--- config.mk ---
export PLATFORM = sky130hd
export DESIGN_NAME = wce_cmac
export DESIGN_NICKNAME = d
export VERILOG_FILES = /design/src/wce_pkg.sv /design/src/wce_cmac.sv
export SDC_FILE = /design/constraint.sdc
export NUM_CORES = 2
export LEC_CHECK = 0
export ABC_AREA = 1
export BUFFER_PORTS_ARGS = -buffer_cell sky130_fd_sc_hd__buf_2
export CORE_MARGIN = 3
export CORE_UTILIZATION = 66
export CTS_CLUSTER_SIZE = 25
export DETAILED_ROUTE_END_ITERATION = 10
export GPL_TIMING_DRIVEN = 0
export HOLD_SLACK_MARGIN = 0.08
export PLACE_DENSITY_LB_ADDON = 0.3
export SLEW_MARGIN = 20
export SYNTH_ARGS = -nofsm -noshare
export SYNTH_HDL_FRONTEND = slang
export SYNTH_SLANG_ARGS = --single-unit
--- constraint.sdc ---
create_clock -name i_clk -period 8.1 [get_ports i_clk]
set_input_delay 0.81 -clock i_clk [delete_from_list [all_inputs] [get_ports i_clk]]
set_output_delay 0.81 -clock i_clk [all_outputs]
set_load 0.02 [all_outputs]
--- src/wce_pkg.sv ---
`default_nettype none
// ----------------------------------------------------------------------------
// wce_pkg
// shared sizes, register codes, control types and output saturation for the
// windowed covariance estimator
// ----------------------------------------------------------------------------
package wce_pkg;

    localparam int MAX_DATA_ROWS = 64;
    localparam int MAX_DATA_COLS = 64;
    localparam int MAX_WIN_ROWS  = 8;
    localparam int MAX_WIN_COLS  = 8;

    localparam int STORE_DEPTH = MAX_DATA_ROWS * MAX_DATA_COLS;
    localparam int ADDR_W      = (STORE_DEPTH > 1) ? $clog2(STORE_DEPTH) : 1;

    // field widths
    localparam int DIM_W  = 7;
    localparam int WIN_W  = 4;
    localparam int POS_W  = 3;
    localparam int LOAD_W = 6;
    localparam int SMP_W  = 16;
    localparam int WORD_W = 2 * SMP_W;
    localparam int MUL_W  = 2 * SMP_W;
    localparam int PROD_W = MUL_W + 1;
    localparam int OUT_W  = 48;
    localparam int ACC_W  = (PROD_W + ADDR_W + 1 > OUT_W + 1) ? PROD_W + ADDR_W + 1 : OUT_W + 1;

    // configuration port
    localparam int PADDR_W = 4;
    localparam int PDATA_W = 32;

    // command codes
    localparam logic OP_LOAD  = 1'b0;
    localparam logic OP_QUERY = 1'b1;

    localparam logic signed [ACC_W-1:0] SUM_MAX = {{(ACC_W-OUT_W+1){1'b0}}, {(OUT_W-1){1'b1}}};
    localparam logic signed [ACC_W-1:0] SUM_MIN = ~SUM_MAX;

    typedef enum logic [1:0] {
        REG_DATA_ROWS,
        REG_DATA_COLS,
        REG_WIN_ROWS,
        REG_WIN_COLS
    } t_reg_idx;

    typedef struct packed {
        logic [DIM_W-1:0] data_rows;
        logic [DIM_W-1:0] data_cols;
        logic [WIN_W-1:0] win_rows;
        logic [WIN_W-1:0] win_cols;
    } t_cfg;

    // one multiply-accumulate request, travels with the store read
    typedef struct packed {
        logic vld;
        logic last;
    } t_mac_ctrl;

    function automatic logic signed [OUT_W-1:0] sat_out(input logic signed [ACC_W-1:0] v);
        logic signed [ACC_W-1:0] t;
        begin
            t = v;
            if (v > SUM_MAX) begin
                t = SUM_MAX;
            end else if (v < SUM_MIN) begin
                t = SUM_MIN;
            end
            return t[OUT_W-1:0];
        end
    endfunction

endpackage
`default_nettype wire

--- src/wce_cmac.sv ---
`default_nettype none
// ----------------------------------------------------------------------------
// wce_cmac
// shared complex multiply-accumulate unit: multiply, combine, accumulate
// ----------------------------------------------------------------------------
module wce_cmac (
    input  wire logic                              i_clk,
    input  wire logic                              i_rst_n,
    input  wire logic                              i_clr,
    input  wire wce_pkg::t_mac_ctrl                i_ctrl,
    input  wire logic [wce_pkg::WORD_W-1:0]        i_a,
    input  wire logic [wce_pkg::WORD_W-1:0]        i_b,
    output logic                                   o_done,
    output logic signed [wce_pkg::ACC_W-1:0]       o_acc_re,
    output logic signed [wce_pkg::ACC_W-1:0]       o_acc_im
);

    wce_pkg::t_mac_ctrl r_c1, r_c2, r_c3;

    logic signed [wce_pkg::SMP_W-1:0]  w_ar, w_ai, w_br, w_bi;
    logic signed [wce_pkg::MUL_W-1:0]  r_rr, r_ii, r_ri, r_ir;
    logic signed [wce_pkg::PROD_W-1:0] r_s_re, r_s_im;

    // real part in the low half, imaginary part in the high half
    assign w_ar = $signed(i_a[wce_pkg::SMP_W-1:0]);
    assign w_ai = $signed(i_a[wce_pkg::WORD_W-1:wce_pkg::SMP_W]);
    assign w_br = $signed(i_b[wce_pkg::SMP_W-1:0]);
    assign w_bi = $signed(i_b[wce_pkg::WORD_W-1:wce_pkg::SMP_W]);

    always_ff @(posedge i_clk) begin
        if (!i_rst_n) begin
            r_c1   <= '0;
            r_c2   <= '0;
            r_c3   <= '0;
            o_done <= 1'b0;
        end else begin
            r_c1   <= i_ctrl;
            r_c2   <= r_c1;
            r_c3   <= r_c2;
            o_done <= r_c3.vld && r_c3.last;
        end
    end

    always_ff @(posedge i_clk) begin
        if (r_c1.vld) begin
            r_rr <= w_ar * w_br;
            r_ii <= w_ai * w_bi;
            r_ri <= w_ar * w_bi;
            r_ir <= w_ai * w_br;
        end
        if (r_c2.vld) begin
            r_s_re <= wce_pkg::PROD_W'(r_rr) - wce_pkg::PROD_W'(r_ii);
            r_s_im <= wce_pkg::PROD_W'(r_ri) + wce_pkg::PROD_W'(r_ir);
        end
        if (i_clr) begin
            o_acc_re <= '0;
            o_acc_im <= '0;
        end else if (r_c3.vld) begin
            o_acc_re <= o_acc_re + wce_pkg::ACC_W'(r_s_re);
            o_acc_im <= o_acc_im + wce_pkg::ACC_W'(r_s_im);
        end
    end

endmodule
`default_nettype wire

# [Yosys cells after proc, flatten, opt, wreduce, memory -nomap -nowiden]
# Cells that the tools add are included.
[word_totals] register_bits=299 out_inout_bits=99
[classes] add_sub_neg=4 n_mul=4 n_reduce_logical=1
[ops] cell="multiplier 16 x 16 -> 32 bit" n=4
[ops] cell="adder 49 x 33 -> 49 bit" n=2
[ops] cell="adder 32 x 32 -> 33 bit" n=1
[ops] cell="subtractor 32 x 32 -> 33 bit" n=1
[ops] cell="logical AND 1 bit" n=1

# [Logic depth before layout (Yosys ltp)]
[logic_depth] depth_word=1 depth_mapped=25 depth_no_buf=24

# [Worst setup path after synthesis]
# No wires, ideal clock.
[synth_timing] kind="input-to-reg" from="input i_a[31] (netlist bit)" to="register r_ii[31] (netlist bit), data pin" arrival_time_ns=5.812 slack_ns=2.035 cell_stages=20 path_buffers=1 path_cell_list="clkbuf_1 nand2_1 inv_1 fa_1 fa_1 fa_1 fa_1 fa_1 inv_1 fa_1 inv_1 ha_1 nand2_1 o21ai_0 a21oi_1 or2_2 nand3_1 nand2_1 inv_1 nor2_1"
[synth_between] elab_chain_cells=1
[synth_rtl] element="start, declared" line_no="wce_cmac.sv:11" source="input wire logic [wce_pkg::WORD_W-1:0] i_a,"
[synth_rtl] element="multiplier 16 x 16 -> 32 bit" line_no="wce_cmac.sv:47" source="r_ii <= w_ai * w_bi;"
[synth_rtl] element="end signal, assigned" line_no="wce_cmac.sv:47"
[synth_rtl] element="end, declared" line_no="wce_cmac.sv:21" source="logic signed [wce_pkg::MUL_W-1:0] r_rr, r_ii, r_ri, r_ir;"
# Every way passes these cells.
# A chain may end at the register's enable or synchronous reset.

# [Final worst setup path]
[layout_timing] from="input i_b[31] (netlist bit)" to="register r_ri[27] (netlist bit), data pin"
[layout_between] elab_chain_cells=1
[layout_rtl] element="start, declared" line_no="wce_cmac.sv:12" source="input wire logic [wce_pkg::WORD_W-1:0] i_b,"
[layout_rtl] element="multiplier 16 x 16 -> 32 bit" line_no="wce_cmac.sv:48" source="r_ri <= w_ar * w_bi;"
[layout_rtl] element="end signal, assigned" line_no="wce_cmac.sv:48"
[layout_rtl] element="end, declared" line_no="wce_cmac.sv:21"
# Every way passes these cells.

==> results.cfg <==
[global_route]
antenna_found_initial = 13
grt_max_degree = 64
gr-usage-all-layers_pct = 43.3
grt_pass1_vias = 57245
grt_overflow = 0
grt_pass1_wl_um = 322000

[placement]
placed_area_mm2 = 0.0656
place_hpwl_um = 178000
place.port_buffers = 164
place.gp.congestion = 1.07
place_ws_ns = -0.0170

[clock_tree]
ctsHoldBuffers = 0
cts-root-buf = clkbuf_16
cts.clk_slew.worst_paths_ns = 0.06
h-tree-depth = 2
cts_resized = 0
post_cts_buffers = 0
clock-sinks = 299
cts_tree = built
numCtsBuffers = 34
clock_path_buffers = 3
clock_latency_ns = 0.57

[finish]
seqCellArea_mm2 = 0.00794
area.growth.synth_to_final_pct = 5.75
nFillCells = 7699
multi_input_area_mm2 = 0.0455
final_cell_area_mm2 = 0.0667
drive_gt1_share_pct = 4.39
layout.nets = 10185

[logic_synthesis]
avgSynthCellArea_um2 = 7.54
syn-cell-area_mm2 = 0.0631
synthesis.instances = 8373
synth_ff_type = edfxtp_1
yosysTopAreaCellShare_pct = 33.4
netlist-cell-type-count = 55
synth_commonest_cells = inv_1, nand2_1, fa_1
synth.ff_latch_count = 299
synth-async-reset-ratio_pct = 0
syn_nets = 9982
ys_warn_count = 0
yosys.area.top_type = fa_1
synth_edf_count = 194
synth_most_common_cell = inv_1
synthTopCellsByArea = fa_1, inv_1, nand2_1
ys_seq_area_share_pct = 12.6

[min_path]
holdPathStages = 2
hp-start = r_c2[0]
min_to = r_c3[0]
hold_path.class = register to register

[drt]
drt_iter0_drc = 6278
ant_nets = 0
drc = 0
vias_per_cell = 5.70
vias = 56220
routedWlPerCell_um = 21.5
drtPass1Iterations = 9
wl_um = 212000

[sta]
timing.fmax_mhz = 126
finalSetupViolCount = 0
fin_ws_ns = 0.173
rsz0062_at_grt = no
period_needed_ns = 7.93
tightest_slew_ns = 1.34
fin_setup_tns_ns = 0
maxSlewViolCount = 0
final_hold_viol_count = 0
finalCritPeriodShare_pct = 97.9
fin_skew_ns = 0.0366
slew_headroom_pct = 10.8

[die]
dieArea_mm2 = 0.0993
row_count = 112
core_area_mm2 = 0.0940
die_height_um = 315
top_level_ports = 168
die_w_um = 315
start_util_pct = 67.1

[run_status]
status = finished clean

[setup_path]
cp.arrival_ns = 8.18
cp-start-kind = input pin
critPathKind = input pin to register
r2r-end = o_acc_im[35]
cp_max_fo = 10
endpoint_kind = register
ff2ff_path_depth = 10
r2r_start = r_s_im[32]
regToRegSetupSlack_ns = 5.21
critPathRequiredTime_ns = 8.36

[run]
cap_violations = 0
-- registers in the layout (all words and copies together), names as in the netlist --
| name | flops |
|---|---|
| o_acc_im | 49 |
| o_acc_re | 49 |
| r_s_im | 33 |
| r_s_re | 33 |
| r_ii | 32 |
| r_ir | 32 |
| r_ri | 32 |
| r_rr | 32 |
| r_c1 | 2 |
| r_c2 | 2 |
| r_c3 | 2 |
| o_done | 1 |
-- cell families after synthesis --
group	Yosys count	share of synthesized area [%]
AND/OR/NAND/NOR	3059	19.7
adder cells (fa/ha/maj)	1540	43.1
flip-flops	299	12.6
XOR/XNOR	218	3.03
buffers and inverters	2566	15.3
AO/OA/AOI/OAI	691	6.30
-- through the flow --
stage	hold WS (ns)	util, %	std cells
2_1_floorplan	0.390	-	8373
3_3_place_gp	0.403	69.6	9791
3_5_place_dp	0.411	69.7	9794
4_1_cts	0.417	70.9	9856
5_1_grt	0.433	70.9	9857
6_report	0.434	71.0	9862
-- per-layer routing --
| layer | vias up | part of all wire, % | track usage (%) | wire [um] |
|---|---|---|---|---|
| met1 | 26753 | 35 | 53.1 | 75000 |
| met5 | - | 0.041 | 0 | 87 |
| met4 | 12 | 9.4 | 32.0 | 19900 |
| met2 | 3476 | 43 | 66.2 | 91800 |
| met3 | 915 | 12 | 11.3 | 25300 |
| li1 | 25064 | - | - | - |
-- layout make-up --
class	instances	area share [%]
Antenna cell	6	0.0225
Buffer	225	1.31
Clock buffer	40	1.37
Clock inverter	22	0.334
Inverter	2341	13.2
Multi-Input combinational cell	5508	68.2
Sequential cell	299	11.9
Tap cell	1254	2.35
Timing Repair Buffer	167	1.34
-- layout by cell type (no fill, tap or decap), types with 10 or more instances in the layout --
cell type / instances
inv_1: 2323
nand2_1: 1998
fa_1: 1052
nor2_1: 590
ha_1: 488
a21oi_1: 314
nand3_1: 236
clkbuf_1: 214
edfxtp_1: 194
o21ai_0: 170
buf_2: 168
xor2_1: 138
dfxtp_1: 103
xnor2_1: 80
nand4_1: 75
o21bai_1: 44
nor3_1: 43
nand2_2: 35
clkbuf_16: 35
a21o_1: 34
o21ai_1: 33
nor2_2: 20
inv_2: 18
a31oi_1: 16
nor2_4: 12
o21ai_2: 11
a21oi_2: 11
a211oi_1: 10
-- worst max path at each step --
stage | from | slack, ns | cells after the start | endpoint
after floorplan | i_a[31] | 2.04 | 20 | r_ii[31]
after global placement | i_b[31] | -0.02 | 22 | r_ri[27]
after detailed placement | i_b[31] | -0.02 | 22 | r_ri[27]
after CTS | i_b[31] | 0.52 | 22 | r_ri[27]
after global routing | i_b[31] | 0.33 | 22 | r_ri[27]
final | i_b[31] | 0.17 | 22 | r_ri[27]
-- critical path, cell delays in order --
cell	delay (ns)
clkbuf_1	0.67
inv_1	0.56
clkbuf_1	0.54
nor2_1	0.28
fa_1	0.49
fa_1	0.47
fa_1	0.56
fa_1	0.44
fa_1	0.49
inv_1	0.05
fa_1	0.48
inv_1	0.04
ha_1	0.37
nand2_1	0.11
inv_1	0.09
nand2_1	0.06
nor3_1	0.48
nand4_1	0.30
nand3_1	0.25
nand2_1	0.08
nand2_1	0.07
xor2_1	0.49
Power is left out: the tool's default activity adds up to more than one toggle a clock period on the data nets, which glitch-free logic cannot reach.
