## src/wce_pkg.sv

```systemverilog
`default_nettype none
// ----------------------------------------------------------------------------
// wce_pkg
// shared sizes, register codes, control types and output saturation for the
// windowed covariance estimator
// ----------------------------------------------------------------------------
package wce_pkg;

    localparam int MAX_DATA_ROWS = 64;
    localparam int MAX_DATA_COLS = 64;
    localparam int MAX_WIN_ROWS  = 8;
    localparam int MAX_WIN_COLS  = 8;

    localparam int STORE_DEPTH = MAX_DATA_ROWS * MAX_DATA_COLS;
    localparam int ADDR_W      = (STORE_DEPTH > 1) ? $clog2(STORE_DEPTH) : 1;

    // field widths
    localparam int DIM_W  = 7;
    localparam int WIN_W  = 4;
    localparam int POS_W  = 3;
    localparam int LOAD_W = 6;
    localparam int SMP_W  = 16;
    localparam int WORD_W = 2 * SMP_W;
    localparam int MUL_W  = 2 * SMP_W;
    localparam int PROD_W = MUL_W + 1;
    localparam int OUT_W  = 48;
    localparam int ACC_W  = (PROD_W + ADDR_W + 1 > OUT_W + 1) ? PROD_W + ADDR_W + 1 : OUT_W + 1;

    // configuration port
    localparam int PADDR_W = 4;
    localparam int PDATA_W = 32;

    // command codes
    localparam logic OP_LOAD  = 1'b0;
    localparam logic OP_QUERY = 1'b1;

    localparam logic signed [ACC_W-1:0] SUM_MAX = {{(ACC_W-OUT_W+1){1'b0}}, {(OUT_W-1){1'b1}}};
    localparam logic signed [ACC_W-1:0] SUM_MIN = ~SUM_MAX;

    typedef enum logic [1:0] {
        REG_DATA_ROWS,
        REG_DATA_COLS,
        REG_WIN_ROWS,
        REG_WIN_COLS
    } t_reg_idx;

    typedef struct packed {
        logic [DIM_W-1:0] data_rows;
        logic [DIM_W-1:0] data_cols;
        logic [WIN_W-1:0] win_rows;
        logic [WIN_W-1:0] win_cols;
    } t_cfg;

    // one multiply-accumulate request, travels with the store read
    typedef struct packed {
        logic vld;
        logic last;
    } t_mac_ctrl;

    function automatic logic signed [OUT_W-1:0] sat_out(input logic signed [ACC_W-1:0] v);
        logic signed [ACC_W-1:0] t;
        begin
            t = v;
            if (v > SUM_MAX) begin
                t = SUM_MAX;
            end else if (v < SUM_MIN) begin
                t = SUM_MIN;
            end
            return t[OUT_W-1:0];
        end
    endfunction

endpackage
`default_nettype wire

```

## src/wce_in_if.sv

```systemverilog
`default_nettype none
// ----------------------------------------------------------------------------
// wce_in_if
// command channel: sample loads and covariance queries
// ----------------------------------------------------------------------------
interface wce_in_if;
    logic                              valid;
    logic                              ready;
    logic                              cmd;
    logic [wce_pkg::LOAD_W-1:0]        data_row;
    logic [wce_pkg::LOAD_W-1:0]        data_col;
    logic signed [wce_pkg::SMP_W-1:0]  sample_re;
    logic signed [wce_pkg::SMP_W-1:0]  sample_im;
    logic [wce_pkg::POS_W-1:0]         first_row;
    logic [wce_pkg::POS_W-1:0]         first_col;
    logic [wce_pkg::POS_W-1:0]         second_row;
    logic [wce_pkg::POS_W-1:0]         second_col;

    modport source (
        output valid, cmd, data_row, data_col, sample_re, sample_im,
               first_row, first_col, second_row, second_col,
        input  ready
    );
    modport sink (
        input  valid, cmd, data_row, data_col, sample_re, sample_im,
               first_row, first_col, second_row, second_col,
        output ready
    );
endinterface
`default_nettype wire

```

## src/wce_out_if.sv

```systemverilog
`default_nettype none
// ----------------------------------------------------------------------------
// wce_out_if
// result channel: complex covariance sum and status
// ----------------------------------------------------------------------------
interface wce_out_if;
    logic                              valid;
    logic                              ready;
    logic signed [wce_pkg::OUT_W-1:0]  sum_re;
    logic signed [wce_pkg::OUT_W-1:0]  sum_im;
    logic                              status;

    modport source (output valid, sum_re, sum_im, status, input ready);
    modport sink (input valid, sum_re, sum_im, status, output ready);
endinterface
`default_nettype wire

```

## src/wce_seq.sv

```systemverilog
`default_nettype none
// ----------------------------------------------------------------------------
// wce_seq
// command sequencer: loads, query checks, window offset walk, result register
// ----------------------------------------------------------------------------
module wce_seq (
    input  wire logic                              i_clk,
    input  wire logic                              i_rst_n,
    input  wire wce_pkg::t_cfg                     i_cfg,
    wce_in_if.sink                                 i_in,
    wce_out_if.source                              o_out,
    output logic                                   o_we,
    output logic [wce_pkg::ADDR_W-1:0]             o_waddr,
    output logic [wce_pkg::WORD_W-1:0]             o_wdata,
    output logic [wce_pkg::ADDR_W-1:0]             o_raddr_a,
    output logic [wce_pkg::ADDR_W-1:0]             o_raddr_b,
    output wce_pkg::t_mac_ctrl                     o_ctrl,
    output logic                                   o_clr,
    input  wire logic                              i_mac_done,
    input  wire logic signed [wce_pkg::ACC_W-1:0]  i_acc_re,
    input  wire logic signed [wce_pkg::ACC_W-1:0]  i_acc_im
);

    typedef enum logic [1:0] {S_IDLE, S_RUN, S_DRAIN, S_DONE} t_state;

    t_state                            r_state;
    logic [wce_pkg::DIM_W-1:0]         r_i, r_j, r_ilim, r_jlim;
    logic [wce_pkg::POS_W-1:0]         r_r1, r_c1, r_r2, r_c2;
    logic signed [wce_pkg::OUT_W-1:0]  r_pend_re, r_pend_im;
    logic                              r_pend_st;
    logic                              r_out_vld;
    logic signed [wce_pkg::OUT_W-1:0]  r_out_re, r_out_im;
    logic                              r_out_st;

    logic                              w_accept, w_err, w_i_end, w_j_end;
    logic [wce_pkg::DIM_W-1:0]         w_row_a, w_col_a, w_row_b, w_col_b;
    logic [wce_pkg::ADDR_W-1:0]        n_addr_a, n_addr_b;

    assign i_in.ready   = (r_state == S_IDLE);
    assign w_accept     = i_in.valid && i_in.ready;
    assign o_out.valid  = r_out_vld;
    assign o_out.sum_re = r_out_re;
    assign o_out.sum_im = r_out_im;
    assign o_out.status = r_out_st;

    // loads go straight to the store
    assign o_we    = w_accept && (i_in.cmd == wce_pkg::OP_LOAD)
                     && (int'(i_in.data_row) < wce_pkg::MAX_DATA_ROWS)
                     && (int'(i_in.data_col) < wce_pkg::MAX_DATA_COLS);
    assign o_waddr = wce_pkg::ADDR_W'(int'(i_in.data_row) * wce_pkg::MAX_DATA_COLS
                                      + int'(i_in.data_col));
    assign o_wdata = {i_in.sample_im, i_in.sample_re};

    always_comb begin
        w_err = (i_cfg.data_rows == '0)
             || (int'(i_cfg.data_rows) > wce_pkg::MAX_DATA_ROWS)
             || (i_cfg.data_cols == '0)
             || (int'(i_cfg.data_cols) > wce_pkg::MAX_DATA_COLS)
             || (i_cfg.win_rows == '0)
             || (int'(i_cfg.win_rows) > wce_pkg::MAX_WIN_ROWS)
             || (i_cfg.win_cols == '0)
             || (int'(i_cfg.win_cols) > wce_pkg::MAX_WIN_COLS)
             || (wce_pkg::DIM_W'(i_cfg.win_rows) > i_cfg.data_rows)
             || (wce_pkg::DIM_W'(i_cfg.win_cols) > i_cfg.data_cols)
             || (wce_pkg::WIN_W'(i_in.first_row) >= i_cfg.win_rows)
             || (wce_pkg::WIN_W'(i_in.second_row) >= i_cfg.win_rows)
             || (wce_pkg::WIN_W'(i_in.first_col) >= i_cfg.win_cols)
             || (wce_pkg::WIN_W'(i_in.second_col) >= i_cfg.win_cols);
    end

    // store addresses of both samples at the current window offset
    always_comb begin
        w_row_a  = r_i + wce_pkg::DIM_W'(r_r1);
        w_col_a  = r_j + wce_pkg::DIM_W'(r_c1);
        w_row_b  = r_i + wce_pkg::DIM_W'(r_r2);
        w_col_b  = r_j + wce_pkg::DIM_W'(r_c2);
        n_addr_a = wce_pkg::ADDR_W'(int'(w_row_a) * wce_pkg::MAX_DATA_COLS + int'(w_col_a));
        n_addr_b = wce_pkg::ADDR_W'(int'(w_row_b) * wce_pkg::MAX_DATA_COLS + int'(w_col_b));
        w_i_end  = (r_i == r_ilim);
        w_j_end  = (r_j == r_jlim);
    end

    always_ff @(posedge i_clk) begin
        if (!i_rst_n) begin
            r_state   <= S_IDLE;
            r_out_vld <= 1'b0;
            o_ctrl    <= '0;
            o_clr     <= 1'b0;
        end else begin
            o_ctrl.vld  <= (r_state == S_RUN);
            o_ctrl.last <= (r_state == S_RUN) && w_i_end && w_j_end;
            o_clr       <= w_accept && (i_in.cmd == wce_pkg::OP_QUERY) && !w_err;
            if ((r_state == S_DONE) && (!r_out_vld || o_out.ready)) begin
                r_out_vld <= 1'b1;
            end else if (r_out_vld && o_out.ready) begin
                r_out_vld <= 1'b0;
            end
            case (r_state)
                S_IDLE: begin
                    if (w_accept && (i_in.cmd == wce_pkg::OP_QUERY)) begin
                        r_r1   <= i_in.first_row;
                        r_c1   <= i_in.first_col;
                        r_r2   <= i_in.second_row;
                        r_c2   <= i_in.second_col;
                        r_i    <= '0;
                        r_j    <= '0;
                        r_ilim <= i_cfg.data_rows - wce_pkg::DIM_W'(i_cfg.win_rows);
                        r_jlim <= i_cfg.data_cols - wce_pkg::DIM_W'(i_cfg.win_cols);
                        if (w_err) begin
                            r_pend_re <= '0;
                            r_pend_im <= '0;
                            r_pend_st <= 1'b1;
                            r_state   <= S_DONE;
                        end else begin
                            r_pend_st <= 1'b0;
                            r_state   <= S_RUN;
                        end
                    end
                end
                S_RUN: begin
                    o_raddr_a <= n_addr_a;
                    o_raddr_b <= n_addr_b;
                    if (w_j_end) begin
                        r_j <= '0;
                        if (w_i_end) begin
                            r_state <= S_DRAIN;
                        end else begin
                            r_i <= r_i + 1'b1;
                        end
                    end else begin
                        r_j <= r_j + 1'b1;
                    end
                end
                S_DRAIN: begin
                    if (i_mac_done) begin
                        r_pend_re <= wce_pkg::sat_out(i_acc_re);
                        r_pend_im <= wce_pkg::sat_out(i_acc_im);
                        r_state   <= S_DONE;
                    end
                end
                S_DONE: begin
                    if (!r_out_vld || o_out.ready) begin
                        r_out_re <= r_pend_re;
                        r_out_im <= r_pend_im;
                        r_out_st <= r_pend_st;
                        r_state  <= S_IDLE;
                    end
                end
                default: begin
                    r_state <= S_IDLE;
                end
            endcase
        end
    end

endmodule
`default_nettype wire

```

## src/flat_wrapper.sv

```systemverilog
// flat-port wrapper written by rule: the top's interface ports become plain ports
module wce_seq_flat 
  (i_clk, i_rst_n, i_cfg, o_we, o_waddr, o_wdata, o_raddr_a, o_raddr_b, o_ctrl, o_clr, i_mac_done, i_acc_re, i_acc_im, i_in_valid, i_in_cmd, i_in_data_row, i_in_data_col, i_in_sample_re, i_in_sample_im, i_in_first_row, i_in_first_col, i_in_second_row, i_in_second_col, i_in_ready, o_out_valid, o_out_sum_re, o_out_sum_im, o_out_status, o_out_ready);
  wce_in_if i_in_i ();
  wce_out_if o_out_i ();
  input  wire logic i_clk;
  input  wire logic i_rst_n;
  input  wire wce_pkg::t_cfg i_cfg;
  output logic o_we;
  output logic [wce_pkg::ADDR_W-1:0] o_waddr;
  output logic [wce_pkg::WORD_W-1:0] o_wdata;
  output logic [wce_pkg::ADDR_W-1:0] o_raddr_a;
  output logic [wce_pkg::ADDR_W-1:0] o_raddr_b;
  output wce_pkg::t_mac_ctrl o_ctrl;
  output logic o_clr;
  input  wire logic i_mac_done;
  input  wire logic signed [wce_pkg::ACC_W-1:0] i_acc_re;
  input  wire logic signed [wce_pkg::ACC_W-1:0] i_acc_im;
  input wire logic [$bits(i_in_i.valid)-1:0] i_in_valid;
  input wire logic [$bits(i_in_i.cmd)-1:0] i_in_cmd;
  input wire logic [$bits(i_in_i.data_row)-1:0] i_in_data_row;
  input wire logic [$bits(i_in_i.data_col)-1:0] i_in_data_col;
  input wire logic [$bits(i_in_i.sample_re)-1:0] i_in_sample_re;
  input wire logic [$bits(i_in_i.sample_im)-1:0] i_in_sample_im;
  input wire logic [$bits(i_in_i.first_row)-1:0] i_in_first_row;
  input wire logic [$bits(i_in_i.first_col)-1:0] i_in_first_col;
  input wire logic [$bits(i_in_i.second_row)-1:0] i_in_second_row;
  input wire logic [$bits(i_in_i.second_col)-1:0] i_in_second_col;
  output wire logic [$bits(i_in_i.ready)-1:0] i_in_ready;
  output wire logic [$bits(o_out_i.valid)-1:0] o_out_valid;
  output wire logic [$bits(o_out_i.sum_re)-1:0] o_out_sum_re;
  output wire logic [$bits(o_out_i.sum_im)-1:0] o_out_sum_im;
  output wire logic [$bits(o_out_i.status)-1:0] o_out_status;
  input wire logic [$bits(o_out_i.ready)-1:0] o_out_ready;
  assign i_in_i.valid = i_in_valid;
  assign i_in_i.cmd = i_in_cmd;
  assign i_in_i.data_row = i_in_data_row;
  assign i_in_i.data_col = i_in_data_col;
  assign i_in_i.sample_re = i_in_sample_re;
  assign i_in_i.sample_im = i_in_sample_im;
  assign i_in_i.first_row = i_in_first_row;
  assign i_in_i.first_col = i_in_first_col;
  assign i_in_i.second_row = i_in_second_row;
  assign i_in_i.second_col = i_in_second_col;
  assign i_in_ready = i_in_i.ready;
  assign o_out_valid = o_out_i.valid;
  assign o_out_sum_re = o_out_i.sum_re;
  assign o_out_sum_im = o_out_i.sum_im;
  assign o_out_status = o_out_i.status;
  assign o_out_i.ready = o_out_ready;
  wce_seq u_core (.i_clk(i_clk), .i_rst_n(i_rst_n), .i_cfg(i_cfg), .i_in(i_in_i), .o_out(o_out_i), .o_we(o_we), .o_waddr(o_waddr), .o_wdata(o_wdata), .o_raddr_a(o_raddr_a), .o_raddr_b(o_raddr_b), .o_ctrl(o_ctrl), .o_clr(o_clr), .i_mac_done(i_mac_done), .i_acc_re(i_acc_re), .i_acc_im(i_acc_im));
endmodule
```

## config.mk

```make
export PLATFORM = sky130hd
export DESIGN_NAME = wce_seq_flat
export DESIGN_NICKNAME = d
export VERILOG_FILES = /design/src/wce_pkg.sv /design/src/wce_in_if.sv /design/src/wce_out_if.sv /design/src/wce_seq.sv /design/src/flat_wrapper.sv
export SDC_FILE = /design/constraint.sdc
export NUM_CORES = 1
export LEC_CHECK = 0
export BUFFER_PORTS_ARGS = -buffer_cell sky130_fd_sc_hd__buf_4
export CAP_MARGIN = 25
export CORE_ASPECT_RATIO = 1.5
export CORE_MARGIN = 1.5
export CORE_UTILIZATION = 56
export CTS_BUF_LIST = sky130_fd_sc_hd__clkbuf_8
export CTS_CLUSTER_SIZE = 30
export DETAILED_ROUTE_END_ITERATION = 12
export GPL_ROUTABILITY_DRIVEN = 0
export PLACE_DENSITY = 0.95
export SETUP_SLACK_MARGIN = 0.3
export SKIP_CTS_REPAIR_TIMING = 1
export SYNTH_ARGS = -nofsm -noshare
export SYNTH_HDL_FRONTEND = slang
export SYNTH_SLANG_ARGS = --single-unit
```

## constraint.sdc

```tcl
create_clock -name i_clk -period 21.1 [get_ports i_clk]
set_input_delay 4.22 -clock i_clk [delete_from_list [all_inputs] [get_ports i_clk]]
set_output_delay 4.22 -clock i_clk [all_outputs]
set_load 0.005 [all_outputs]
```

# After elaboration in Yosys (flattened, before gate mapping)
# Cells that the tools add are included.
# word_totals
register_bits,264
word_cells,124
in_bits,182
output_inout_bits,171
# op_classes
add_sub_neg,11
magnitude_cmp,14
reduce_logical,39
eq_ne,12
mux,26
bitwise,1
# ops
operator,count
$mux 48,8
$pmux 48 s2,2
$gt 49x48->1 const B,2
$lt 49x48->1 const B,2
$mux 7,4
$pmux 7 s2,2
$add 12x7->12,2
$ge 3x4->1,4
$reduce_and 5->1,3
$add 7x1->7 const B,2
$add 7x3->7,2
$eq 7x7->1,2
$gt 4x7->1,2
$gt 7x7->1 const B,2
$logic_not 7->1,2
$logic_or 1x1->1,14
$sub 7x4->7,2
$add 12x6->12,1
$add 6x3->6,2
$mux 2,6
$ne 2x2->1 const B,5
$reduce_and 3->1,3
$gt 4x4->1 const B,2
$logic_and 1x1->1,8
other kinds (11),19

# Depth between registers and ports, before layout
# Gate-level depths: netlist of run 1.
# logic_depth
depth_word,17
mapped_depth,11

# Least setup slack after synthesis of run 1
# Ideal clock, no wire load.
# synth_timing
kind,input to register
from,in i_cfg[20] in the netlist's numbering
to,"reg u_core.r_pend_im[0] in the netlist's numbering, enable pin"
path_slack_ps,8581
n_path_buf,0
arrival_ps,11851
setup_ps,668
cell_stages,6
t_required_ps,20432
cell_sequence,or4_1 -> nor3_1 -> xor2_1 -> nor4b_1 -> and3_1 -> nor3_1
# synth_between
elab_chain_len,16
# synth_lines
element,line_no,rtl
start: declaration,flat_wrapper.sv:8,input wire wce_pkg::t_cfg i_cfg;
$gt 7x7->1 / $logic_not 7->1 (equally long branches),"wce_seq.sv:56, wce_seq.sv:55",
$logic_or 1x1->1,wce_seq.sv:56,|| (int'(i_cfg.data_rows) > wce_pkg::MAX_DATA_ROWS)
$logic_or 1x1->1,wce_seq.sv:57,|| (i_cfg.data_cols == '0)
$logic_or 1x1->1,wce_seq.sv:58,|| (int'(i_cfg.data_cols) > wce_pkg::MAX_DATA_COLS)
$logic_or 1x1->1,wce_seq.sv:59,|| (i_cfg.win_rows == '0)
$logic_or 1x1->1,wce_seq.sv:60,|| (int'(i_cfg.win_rows) > wce_pkg::MAX_WIN_ROWS)
$logic_or 1x1->1,wce_seq.sv:61,|| (i_cfg.win_cols == '0)
$logic_or 1x1->1,wce_seq.sv:62,|| (int'(i_cfg.win_cols) > wce_pkg::MAX_WIN_COLS)
$logic_or 1x1->1 *,wce_seq.sv:63,|| (wce_pkg::DIM_W'(i_cfg.win_rows) > i_cfg.data_rows)
$logic_or 1x1->1 *,wce_seq.sv:64,|| (wce_pkg::DIM_W'(i_cfg.win_cols) > i_cfg.data_cols)
$logic_or 1x1->1 *,wce_seq.sv:65,|| (wce_pkg::WIN_W'(i_in.first_row) >= i_cfg.win_rows)
$logic_or 1x1->1 *,wce_seq.sv:66,|| (wce_pkg::WIN_W'(i_in.second_row) >= i_cfg.win_rows)
$logic_or 1x1->1 *,wce_seq.sv:67,|| (wce_pkg::WIN_W'(i_in.first_col) >= i_cfg.win_cols)
$logic_or 1x1->1 *,wce_seq.sv:68,|| (wce_pkg::WIN_W'(i_in.second_col) >= i_cfg.win_cols);
$ne 2x2->1 (no source line) *,n/a,
$reduce_and 5->1 (no source line) *,n/a,
end signal: assignment,wce_seq.sv:137,r_pend_im <= wce_pkg::sat_out(i_acc_im);
end: declaration,wce_seq.sv:29,"logic signed [wce_pkg::OUT_W-1:0] r_pend_re, r_pend_im;"
# Mark *: on every way between the ends. The rest lies on a longest branch, timed or not.
# A chain may end at the register's enable or synchronous reset.

# Worst setup path after layout of run 1
# layout_timing
from,in i_in_cmd
to,out o_we
# layout_between
elab_chain_len,2
# layout_lines
element,line_no,rtl
start: declaration,flat_wrapper.sv:20,input wire logic [$bits(i_in_i.cmd)-1:0] i_in_cmd;
$not 1->1,wce_seq.sv:47,assign o_we = w_accept && (i_in.cmd == wce_pkg::OP_LOAD)
$logic_and 1x1->1,wce_seq.sv:47,
end: declaration,flat_wrapper.sv:9,output logic o_we;
# Every way passes these cells.

==> run_results.csv, run 1 <==
group,metric,value,unit
logic_synthesis,synth-edff-count,258,
outcome,outcome,"completed",
die,dieArea,20800,um^2
critical_path,critPathCaptureType,"output pin",
hold_path,hold_path.class,"flip-flop to flip-flop",
sta,hold_violations,0,
run,maxCapViolCount,0,
critical_path,cp-start-kind,"input port",
placement,place.detailed.hpwl,18.3,mm
routing,vias,7006,
grt,grt_pass1_vias,7057,
critical_path,crit_start,"i_in_cmd",
sta,clock_skew,20.4,ps
cells_and_area,final_common_cell,"buf_4",
routing,via_per_inst,5.22,
logic_synthesis,synth_cells,811,
sta,period_needed,8860,ps
pwr,irDropWorstVdd,51.9,uV
logic_synthesis,synth_nets,1041,
cells_and_area,syn_to_final_growth,24.9,%
logic_synthesis,synth_area_leaders,"edfxtp_1 (70%), nor2_1 (7.2%), ha_1 (4.7%), buf_4 (3.0%), xnor2_1 (2.5%)",
pwr,power_density,97.1,nW/um^2
hold_path,hold_end,"u_core.o_out.sum_im[43]$_DFFE_PP_",
logic_synthesis,synth_cell_type_count,39,
logic_synthesis,synth_area,11100,um^2
critical_path,r2r_start,"u_core.r_j[0]$_SDFFCE_PN0P_",
logic_synthesis,synth-seq-cells,264,
sta,fin_ws,12240,ps
logic_synthesis,yosys.area.top_type_share,69.6,%
die,rows,63,
hold_path,hp-start,"u_core.r_pend_im[43]$_SDFFCE_PN0P_",
cells_and_area,drive_above_1_share,30.2,%
logic_synthesis,synth.largest_area_cell,"edfxtp_1",
routing,drt_iter0_drc,596,
sta,relSlewSlack,52.1,%
cells_and_area,layout_common_cells,"buf_4 (269), edfxtp_1 (258), nor2_1 (211)",
clocking,clk_pin_slew_worst_paths,60,ps
critical_path,cp_max_fo,3,
clocking,root_buffer,"clkbuf_8",
cells_and_area,fill_cells,1312,
clocking,clk_path_buf_depth,3,
sta,setup_viol,0,
critical_path,r2r_end,"u_core.o_raddr_b[11]$_DFFE_PP_",
die,chipWidth,118,um
clocking,cts_tree,"built",
pwr,p_leak,5.59,nW
die,die_y,176,um
sta,fin_crit_sh,42.0,%
die,io-pin-count,353,
placement,io_buffers,264,
grt,grt_max_degree,58,
logic_synthesis,ys_seq_area_share,70.7,%
cells_and_area,multiInputGateArea,2760,um^2
critical_path,ff2ff_path_depth,11,
clocking,htree_levels,2,
routing,dr.pass1.iters,5,
placement,dp_slack,12240,ps
clocking,clock_latency,510,ps
grt,grt_first_pass_wirelength,36.9,mm
clocking,cts_made_buffers,38,
grt,grtUsageTotal,23.4,%
routing,wl_per_cell,18.5,um
critical_path,criticalPathCategory,"input port to output pin",
sta,tns,0,ps
hold_path,hold_depth,0,
clocking,clock-sinks,264,
die,core_area,19600,um^2
cells_and_area,layout.nets,1284,
critical_path,rrSetupSlack,18160,ps
logic_synthesis,ys_async_sr_fraction,0,%
grt,gr-total-overflow,0,
critical_path,critical_path_arrival,4640,ps
sta,worst_pin_slew,718,ps
critical_path,required,16880,ps
die,start_util,56.7,%
grt,antenna_found_initial,1,
routing,wl,24.8,mm
logic_synthesis,syn_avg_cell_area,13.7,um^2
logic_synthesis,yosys_most_used_dff,"edfxtp_1",
routing,drt.antenna.violating_nets,0,
logic_synthesis,ys.warnings.count,0,
sta,drv_slew,0,
sta,rsz0062_at_grt,"false",
cells_and_area,regArea,7870,um^2
sta,clock.fmax,0.113,GHz
routing,route.detailed.drc,0,
[through the flow]
step | util, % | instance area, um^2 | power (mW) | hold WS, ps | cells
global placement | 66.7 | 13100 | 0.952 | 400 | 1269
finish | 70.9 | 13900 | 1.35 | 403 | 1343
global route | 70.9 | 13900 | 1.41 | 410 | 1343
detailed placement | 67.1 | 13200 | 0.977 | 405 | 1273
floorplan | - | 11100 | 0.882 | 400 | 811
CTS | 70.8 | 13900 | 1.36 | 412 | 1341
[final cells by class]
type | count | area share [%]
antenna | 1 | 0.0180
sequential | 264 | 56.6
clock inverter | 28 | 1.21
timing repair buffer | 274 | 15.2
clock buffer | 40 | 3.96
inverter | 33 | 0.891
tap | 260 | 2.34
multi-input combinational | 443 | 19.8
[registers in the layout (all words and copies together) (netlist names), 3 cells and up]
signal               cells
u_core.o_out.sum_im     48
u_core.o_out.sum_re     48
u_core.o_raddr_a        12
u_core.o_raddr_b        12
u_core.r_c1              3
u_core.r_c2              3
u_core.r_i               7
u_core.r_ilim            7
u_core.r_j               7
u_core.r_jlim            7
u_core.r_pend_im        48
u_core.r_pend_re        48
u_core.r_r1              3
u_core.r_r2              3
[cells in the mapped netlist, types with 10 or more instances]
library cell  count
nor2_1          213
ha_1             42
edfxtp_1        258
inv_1            33
xor2_1           28
buf_4            44
o21ai_0          18
xnor2_1          32
nor2b_1          10
clkbuf_1         23
nor3_1           10
nand3_1          10
nand2_1          12
[logic make-up (layout without fill, tap and decap cells)]
group                      after synthesis  after routing  synth area share (%)
and+or+nand+nor                        285            285                  10.9
DFF                                    264            264                  70.7
buffers and inverters                  104            375                  5.06
xor gates and xnor gates                60             60                  4.72
AOI/OAI and AO/OA                       49             49                  2.81
adders and majority gates               48             48                  5.80
muxes                                    1              1                0.0899
other                                    0              1                     0
[critical path: stages]
cell     delay (ps)
buf_4           120
and3b_1         200
buf_4           110
[power breakdown]
part | internal (mW) | switching, mW | leakage (nW)
clock network | 0.201 | 0.184 | 0.414
registers | 0.704 | 0.0344 | 2.43
logic | 0.0970 | 0.132 | 2.75
[worst max-delay path by stage]
stage                                                   end  depth (start not counted)
after detailed placement                               o_we                          3
after global placement                                 o_we                          3
after global routing                                   o_we                          3
final                                                  o_we                          3
after floorplan           u_core.r_pend_im[0]$_SDFFCE_PN0P_                          6
after CTS                                              o_we                          3
[routing by layer]
| layer | track usage (%) | wire, um |
|---|---|---|
| met5 | 0 | 0 |
| met4 | 13.4 | 1380 |
| met3 | 4.12 | 1540 |
| met2 | 45.0 | 13900 |
| met1 | 23.2 | 8010 |
Note: power is estimated with default switching activity, not from simulation.
==> inputs of run 2 (changes only) <==
Settings changed: CORE_UTILIZATION 56 to 48, PLACE_DENSITY 0.95 to 0.88.
Clock period 21.1 ns to 7.89 ns, I/O delays scaled along.
==> run 2 against run 1 <==
Global-route usage shrank 3.4 points. Critical path depth grew 6. Sequential power grew to 2.7 times the previous value. Final cell count grew 1.3%. Clock skew shrank 2.9 ps. Total power grew to 2.7 times the previous value. Core utilization shrank 9.9 points. Critical path type is now input port to flip-flop. Critical endpoint is now u_core.r_pend_im[15]$_SDFFCE_PN0P_.
==> run_results.csv, run 2 (same netlist as run 1, synthesis figures left out) <==
group,metric,value,unit
outcome,outcome,"completed",
die,dieArea,24100,um^2
routing,vias,6955,
sta,setup_viol,0,
sta,clock_skew,17.5,ps
pwr,clkPwrFrac,29.0,%
clocking,cts_made_buffers,38,
sta,fin_crit_sh,53.3,%
sta,relSlewSlack,55.8,%
routing,via_per_inst,5.11,
cells_and_area,drive_above_1_share,30.5,%
clocking,clk_pin_slew_worst_paths,60,ps
die,start_util,48.6,%
pwr,p_seq_share,54.2,%
pwr,switching_share,25.5,%
placement,io_buffers,264,
grt,grt_first_pass_wirelength,36.3,mm
hold_path,hold_path.class,"flip-flop to flip-flop",
sta,hold_violations,0,
cells_and_area,layout.nets,1284,
critical_path,r2r_start,"u_core.r_state[0]$_SDFFE_PN0P_",
critical_path,criticalPathCategory,"input port to flip-flop",
critical_path,cp-start-kind,"input port",
die,core_area,22900,um^2
clocking,clk_path_buf_depth,3,
routing,wl,24.4,mm
grt,antenna_found_initial,1,
clocking,clock_latency,530,ps
routing,drt_iter0_drc,402,
pwr,combPwrFrac,16.9,%
pwr,power_density,260,nW/um^2
routing,route.detailed.drc,0,
critical_path,rrSetupSlack,4890,ps
sta,clock.fmax,0.238,GHz
placement,place.detailed.hpwl,17.8,mm
critical_path,cp_max_fo,52,
critical_path,critical_path_arrival,4360,ps
cells_and_area,fill_cells,1720,
clocking,cts_tree,"built",
run,maxCapViolCount,0,
grt,grtUsageTotal,19.9,%
routing,wl_per_cell,17.9,um
die,io-pin-count,353,
critical_path,required,8040,ps
grt,grt_max_degree,53,
hold_path,hold_end,"u_core.o_out.sum_im[9]$_DFFE_PP_",
critical_path,r2r_end,"u_core.r_pend_im[15]$_SDFFCE_PN0P_",
clocking,root_buffer,"clkbuf_8",
cells_and_area,utilization,61.0,%
cells_and_area,n_antenna_cell,0,
clocking,clock-sinks,264,
die,chipWidth,127,um
sta,worst_pin_slew,663,ps
cells_and_area,final_cells,1360,
die,die_y,190,um
sta,period_needed,4210,ps
sta,rsz0062_at_grt,"false",
hold_path,hp-start,"u_core.r_pend_im[9]$_SDFFCE_PN0P_",
sta,drv_slew,0,
pwr,p_leak,5.57,nW
cells_and_area,final_area,14000,um^2
sta,tns,0,ps
cells_and_area,multiInputGateArea,2760,um^2
pwr,internal_power,2.70,mW
cells_and_area,final_common_cell,"buf_4",
grt,grt_pass1_vias,6928,
critical_path,ff2ff_path_depth,7,
pwr,p_sw,0.927,mW
clocking,htree_levels,2,
grt,gr-total-overflow,0,
hold_path,hold_depth,0,
cells_and_area,regArea,7870,um^2
critical_path,critPathCaptureType,"flip-flop",
placement,place_inst,1292,
cells_and_area,syn_to_final_growth,25.4,%
die,rows,68,
routing,dr.pass1.iters,4,
placement,place_area,13200,um^2
pwr,irDropWorstVdd,122,uV
pwr,totalPowerFinal,3.63,mW
routing,drt.antenna.violating_nets,0,
cells_and_area,layout_common_cells,"buf_4 (269), edfxtp_1 (258), nor2_1 (211)",
run 2: changes by cell type in the layout (fill, tap and decap cells not counted), moves of 2 or more:
cell / previous run / this run
clkinv_1: 10 / 12
clkinvlp_4: 0 / 3
inv_1: 46 / 40
inv_6: 2 / 0
run 2: cell type report:
class                      instances  area share (%)
timing repair buffer             274            15.2
sequential                       264            56.4
tap                              280            2.51
inverter                          33           0.887
multi-input combinational        443            19.8
clock buffer                      39            3.85
clock inverter                    27            1.39
run 2: worst max-delay path, stage by stage:
cell,delay [ps]
buf_4,130
or4_1,510
nor3_1,240
xor2_1,240
nor4b_1,90
and3_1,250
nor3_4,120
buf_4,510
buf_4,650
run 2: routing by layer:
layer | wire length [um] | up-vias | track usage (%)
li1 | - | 3267 | -
met1 | 8120 | 3308 | 20.1
met2 | 13300 | 280 | 37.5
met3 | 1710 | 98 | 4.36
met4 | 1230 | 2 | 11.2
met5 | 13 | - | 0
run 2: per-stage QoR:
step	setup slack, ps	hold WS [ps]
after CTS	3680	411
after global routing	3510	417
after global placement	3240	400
final	3680	410
after detailed placement	3110	405
after floorplan	973	400
run 2: worst max path at each step:
stage,startpoint,endpoint,slack (ps),cells after the start
2_1_floorplan,i_cfg[20],u_core.r_pend_im[0]$_SDFFCE_PN0P_,970,6
3_3_place_gp,i_cfg[12],u_core.r_pend_re[19]$_SDFFCE_PN0P_,3240,9
4_1_cts,i_cfg[20],u_core.r_pend_re[15]$_SDFFCE_PN0P_,3680,9
5_1_grt,i_cfg[20],u_core.r_pend_re[13]$_SDFFCE_PN0P_,3510,9
6_report,i_cfg[20],u_core.r_pend_im[15]$_SDFFCE_PN0P_,3680,9
3_5_place_dp,i_cfg[20],u_core.r_pend_im[15]$_SDFFCE_PN0P_,3110,9
run 2: power by group through the flow:
stage,clock network [mW],logic [mW],registers (mW)
final,1.05,0.612,1.97
after global routing,1.14,0.680,1.99
after CTS,1.08,0.620,1.97
after detailed placement,0,0.618,1.99
after global placement,0,0.578,1.98
after floorplan,0,0.367,1.98
==> inputs of run 3 (changes only) <==
Settings changed: ABC_AREA set to 1, CORE_UTILIZATION 48 to 53, PLACE_DENSITY 0.88 to 0.91.
Clock period 7.89 ns to 4.35 ns, I/O delays scaled along.
==> run 3 against run 2 <==
Wire length increased by 3.7%. Non-clock buffer count decreased by 4. Synthesized area increased by 2.3%. First-iteration DRC count increased by 12%. Clock skew decreased by 2.5 ps. Critical endpoint is now u_core.r_pend_re[11]$_SDFFCE_PN0P_. Largest cell class unchanged.
==> run_results.csv, run 3 <==
group,metric,value,unit
outcome,outcome,"completed",
clocking,cts_made_buffers,39,
grt,grt_first_pass_wirelength,37.2,mm
die,chipWidth,123,um
grt,grtUsageMet3,4.38,%
grt,antenna_found_initial,0,
sta,drv_slew,0,
sta,rsz0062_at_grt,"false",
die,die_y,183,um
clocking,htree_levels,2,
die,start_util,54.1,%
cells_and_area,layout.nets,1359,
critical_path,cp_max_fo,27,
routing,dr.pass1.iters,5,
hold_path,hold_path.class,"flip-flop to flip-flop",
logic_synthesis,synth_area,11400,um^2
logic_synthesis,ys_async_sr_fraction,0,%
grt,top_usage_layer,"met2",
cells_and_area,drive_above_1_share,29.3,%
sta,clock_skew,15.1,ps
routing,wl_per_cell,17.7,um
logic_synthesis,synth-seq-cells,264,
grt,grt_util_met1,22.2,%
die,rows,65,
logic_synthesis,synth.most_common_cell,"edfxtp_1",
clocking,root_buffer,"clkbuf_8",
logic_synthesis,ys.warnings.count,0,
sta,fin_crit_sh,70.5,%
critical_path,cpMaxStageDelayCell,"clkinvlp_4",
cells_and_area,final_common_cell,"buf_4",
pwr,power_density,491,nW/um^2
cells_and_area,n_antenna_cell,0,
routing,drt.antenna.violating_nets,0,
placement,dp_slack,745,ps
logic_synthesis,syn_avg_cell_area,12.8,um^2
grt,gr-total-overflow,0,
critical_path,cp_slowest_stage_delay,560,ps
critical_path,critPathCaptureType,"flip-flop",
critical_path,crit_family,"buffers and inverters",
sta,hold_violations,0,
cells_and_area,layout_common_cells,"buf_4 (267), edfxtp_1 (258), inv_1 (173)",
routing,wl,25.3,mm
critical_path,critical_path_arrival,3320,ps
grt,grt_pass1_vias,7485,
placement,io_buffers,264,
sta,tns,0,ps
pwr,irDropWorstVdd,264,uV
clocking,clock-sinks,264,
routing,via_per_inst,5.08,
sta,worst_pin_slew,980,ps
sta,fin_ws,1280,ps
critical_path,cp-start-kind,"input port",
pwr,totalPowerFinal,6.91,mW
logic_synthesis,synth_cell_type_count,27,
die,core_area,21100,um^2
logic_synthesis,synth_commonest_cells,"edfxtp_1 (258), inv_1 (166), a21oi_1 (102)",
critical_path,crit_chain,"buf_4, inv_1, ha_1, nand2_1, o21ai_0, nand2_1, nand2_1, nor2_1, nand2_1, nand4_1, nand2_1, clkinvlp_4, buf_4",
logic_synthesis,synth_area_leaders,"edfxtp_1 (68%), inv_1 (5.5%), ha_1 (4.6%), a21oi_1 (4.5%), buf_4 (2.9%)",
routing,drt_iter0_drc,451,
logic_synthesis,synth.largest_area_cell,"edfxtp_1",
grt,grtUsageTotal,21.9,%
clocking,clock_latency,510,ps
pwr,p_leak,6.10,nW
die,dieArea,22400,um^2
sta,period_needed,3070,ps
run,maxCapViolCount,0,
critical_path,worst_path_most_repeated_cell,"nand2_1",
sta,clock.fmax,0.326,GHz
routing,route.detailed.drc,0,
sta,relSlewSlack,34.7,%
logic_synthesis,ys_seq_area_share,69.0,%
logic_synthesis,synth-edff-count,258,
sta,holdWs,408,ps
logic_synthesis,synth_nets,1117,
logic_synthesis,yosys_most_used_dff,"edfxtp_1",
cells_and_area,syn_to_final_growth,23.6,%
critical_path,required,4600,ps
die,io-pin-count,353,
grt,grtUsageMet2,41.0,%
clocking,clk_pin_slew_worst_paths,60,ps
sta,setup_viol,0,
routing,vias,7246,
placement,place.detailed.hpwl,18.5,mm
critical_path,crit_buf_inv,4,
logic_synthesis,yosys.area.top_type_share,68.0,%
grt,grt_max_degree,98,
clocking,clk_path_buf_depth,3,
logic_synthesis,synth_cells,887,
clocking,cts_tree,"built",
critical_path,criticalPathCategory,"input port to flip-flop",
[run 3: changes by cell type after synthesis, moves of 12 or more]
cell / change
nand2_1: +67
nand3_1: +14
inv_1: +133
nor2_1: -166
xnor2_1: -12
a21oi_1: +95
[run 3: per-stage QoR]
step                std cells  util [%]  cell area (um^2)
CTS                      1426      66.9             14100
global route             1426      66.9             14100
finish                   1426      66.9             14100
global placement         1356      63.4             13400
floorplan                 887         -             11400
detailed placement       1356      63.4             13400
[run 3: path summary, 6_finish.rpt]
| check | from | endpoint | slack, ps | cells past startpoint |
|---|---|---|---|---|
| min | u_core.r_pend_re[10]$_SDFFCE_PN0P_ | u_core.o_out.sum_re[10]$_DFFE_PP_ | 410 | 0 |
| max | i_cfg[6] | u_core.r_pend_re[11]$_SDFFCE_PN0P_ | 1280 | 13 |
| max reg2reg | u_core.r_j[0]$_SDFFCE_PN0P_ | u_core.o_raddr_b[10]$_DFFE_PP_ | 1610 | 12 |
| min reg2reg | u_core.r_pend_re[10]$_SDFFCE_PN0P_ | u_core.o_out.sum_re[10]$_DFFE_PP_ | 410 | 0 |
[run 3: cells by family (layout without fill, tap and decap cells)]
kind of cell	after synthesis	count (layout)	share of synthesized area [%]
flip-flops	264	264	69.0
AND/OR/NAND/NOR	168	168	6.25
buffers and inverters	236	507	9.49
XOR/XNOR	56	56	4.30
adder cells (fa/ha/maj)	48	48	5.67
AO/OA/AOI/OAI	115	115	5.25
[run 3: per-layer routing]
| metal | up-vias | routed length (um) |
|---|---|---|
| met4 | 0 | 1180 |
| met3 | 91 | 1970 |
| met5 | - | 0 |
| met1 | 3407 | 8480 |
| met2 | 341 | 13600 |
| li1 | 3407 | - |
[run 3: power by group]
part | leakage, nW | switching, mW | internal, mW
Sequential | 2.43 | 0.197 | 3.47
Clock | 0.413 | 0.935 | 0.945
Combinational | 3.26 | 0.820 | 0.546
Total | 6.10 | 1.95 | 4.96
[run 3: cell type report]
| cell class | instances | area (um^2) |
|---|---|---|
| Tap cell | 268 | 335 |
| Clock buffer | 41 | 564 |
| Inverter | 167 | 631 |
| Clock inverter | 29 | 163 |
| Fill cell | 1466 | 6980 |
| Sequential cell | 264 | 7870 |
| Timing Repair Buffer | 270 | 2060 |
| Multi-Input combinational cell | 387 | 2460 |
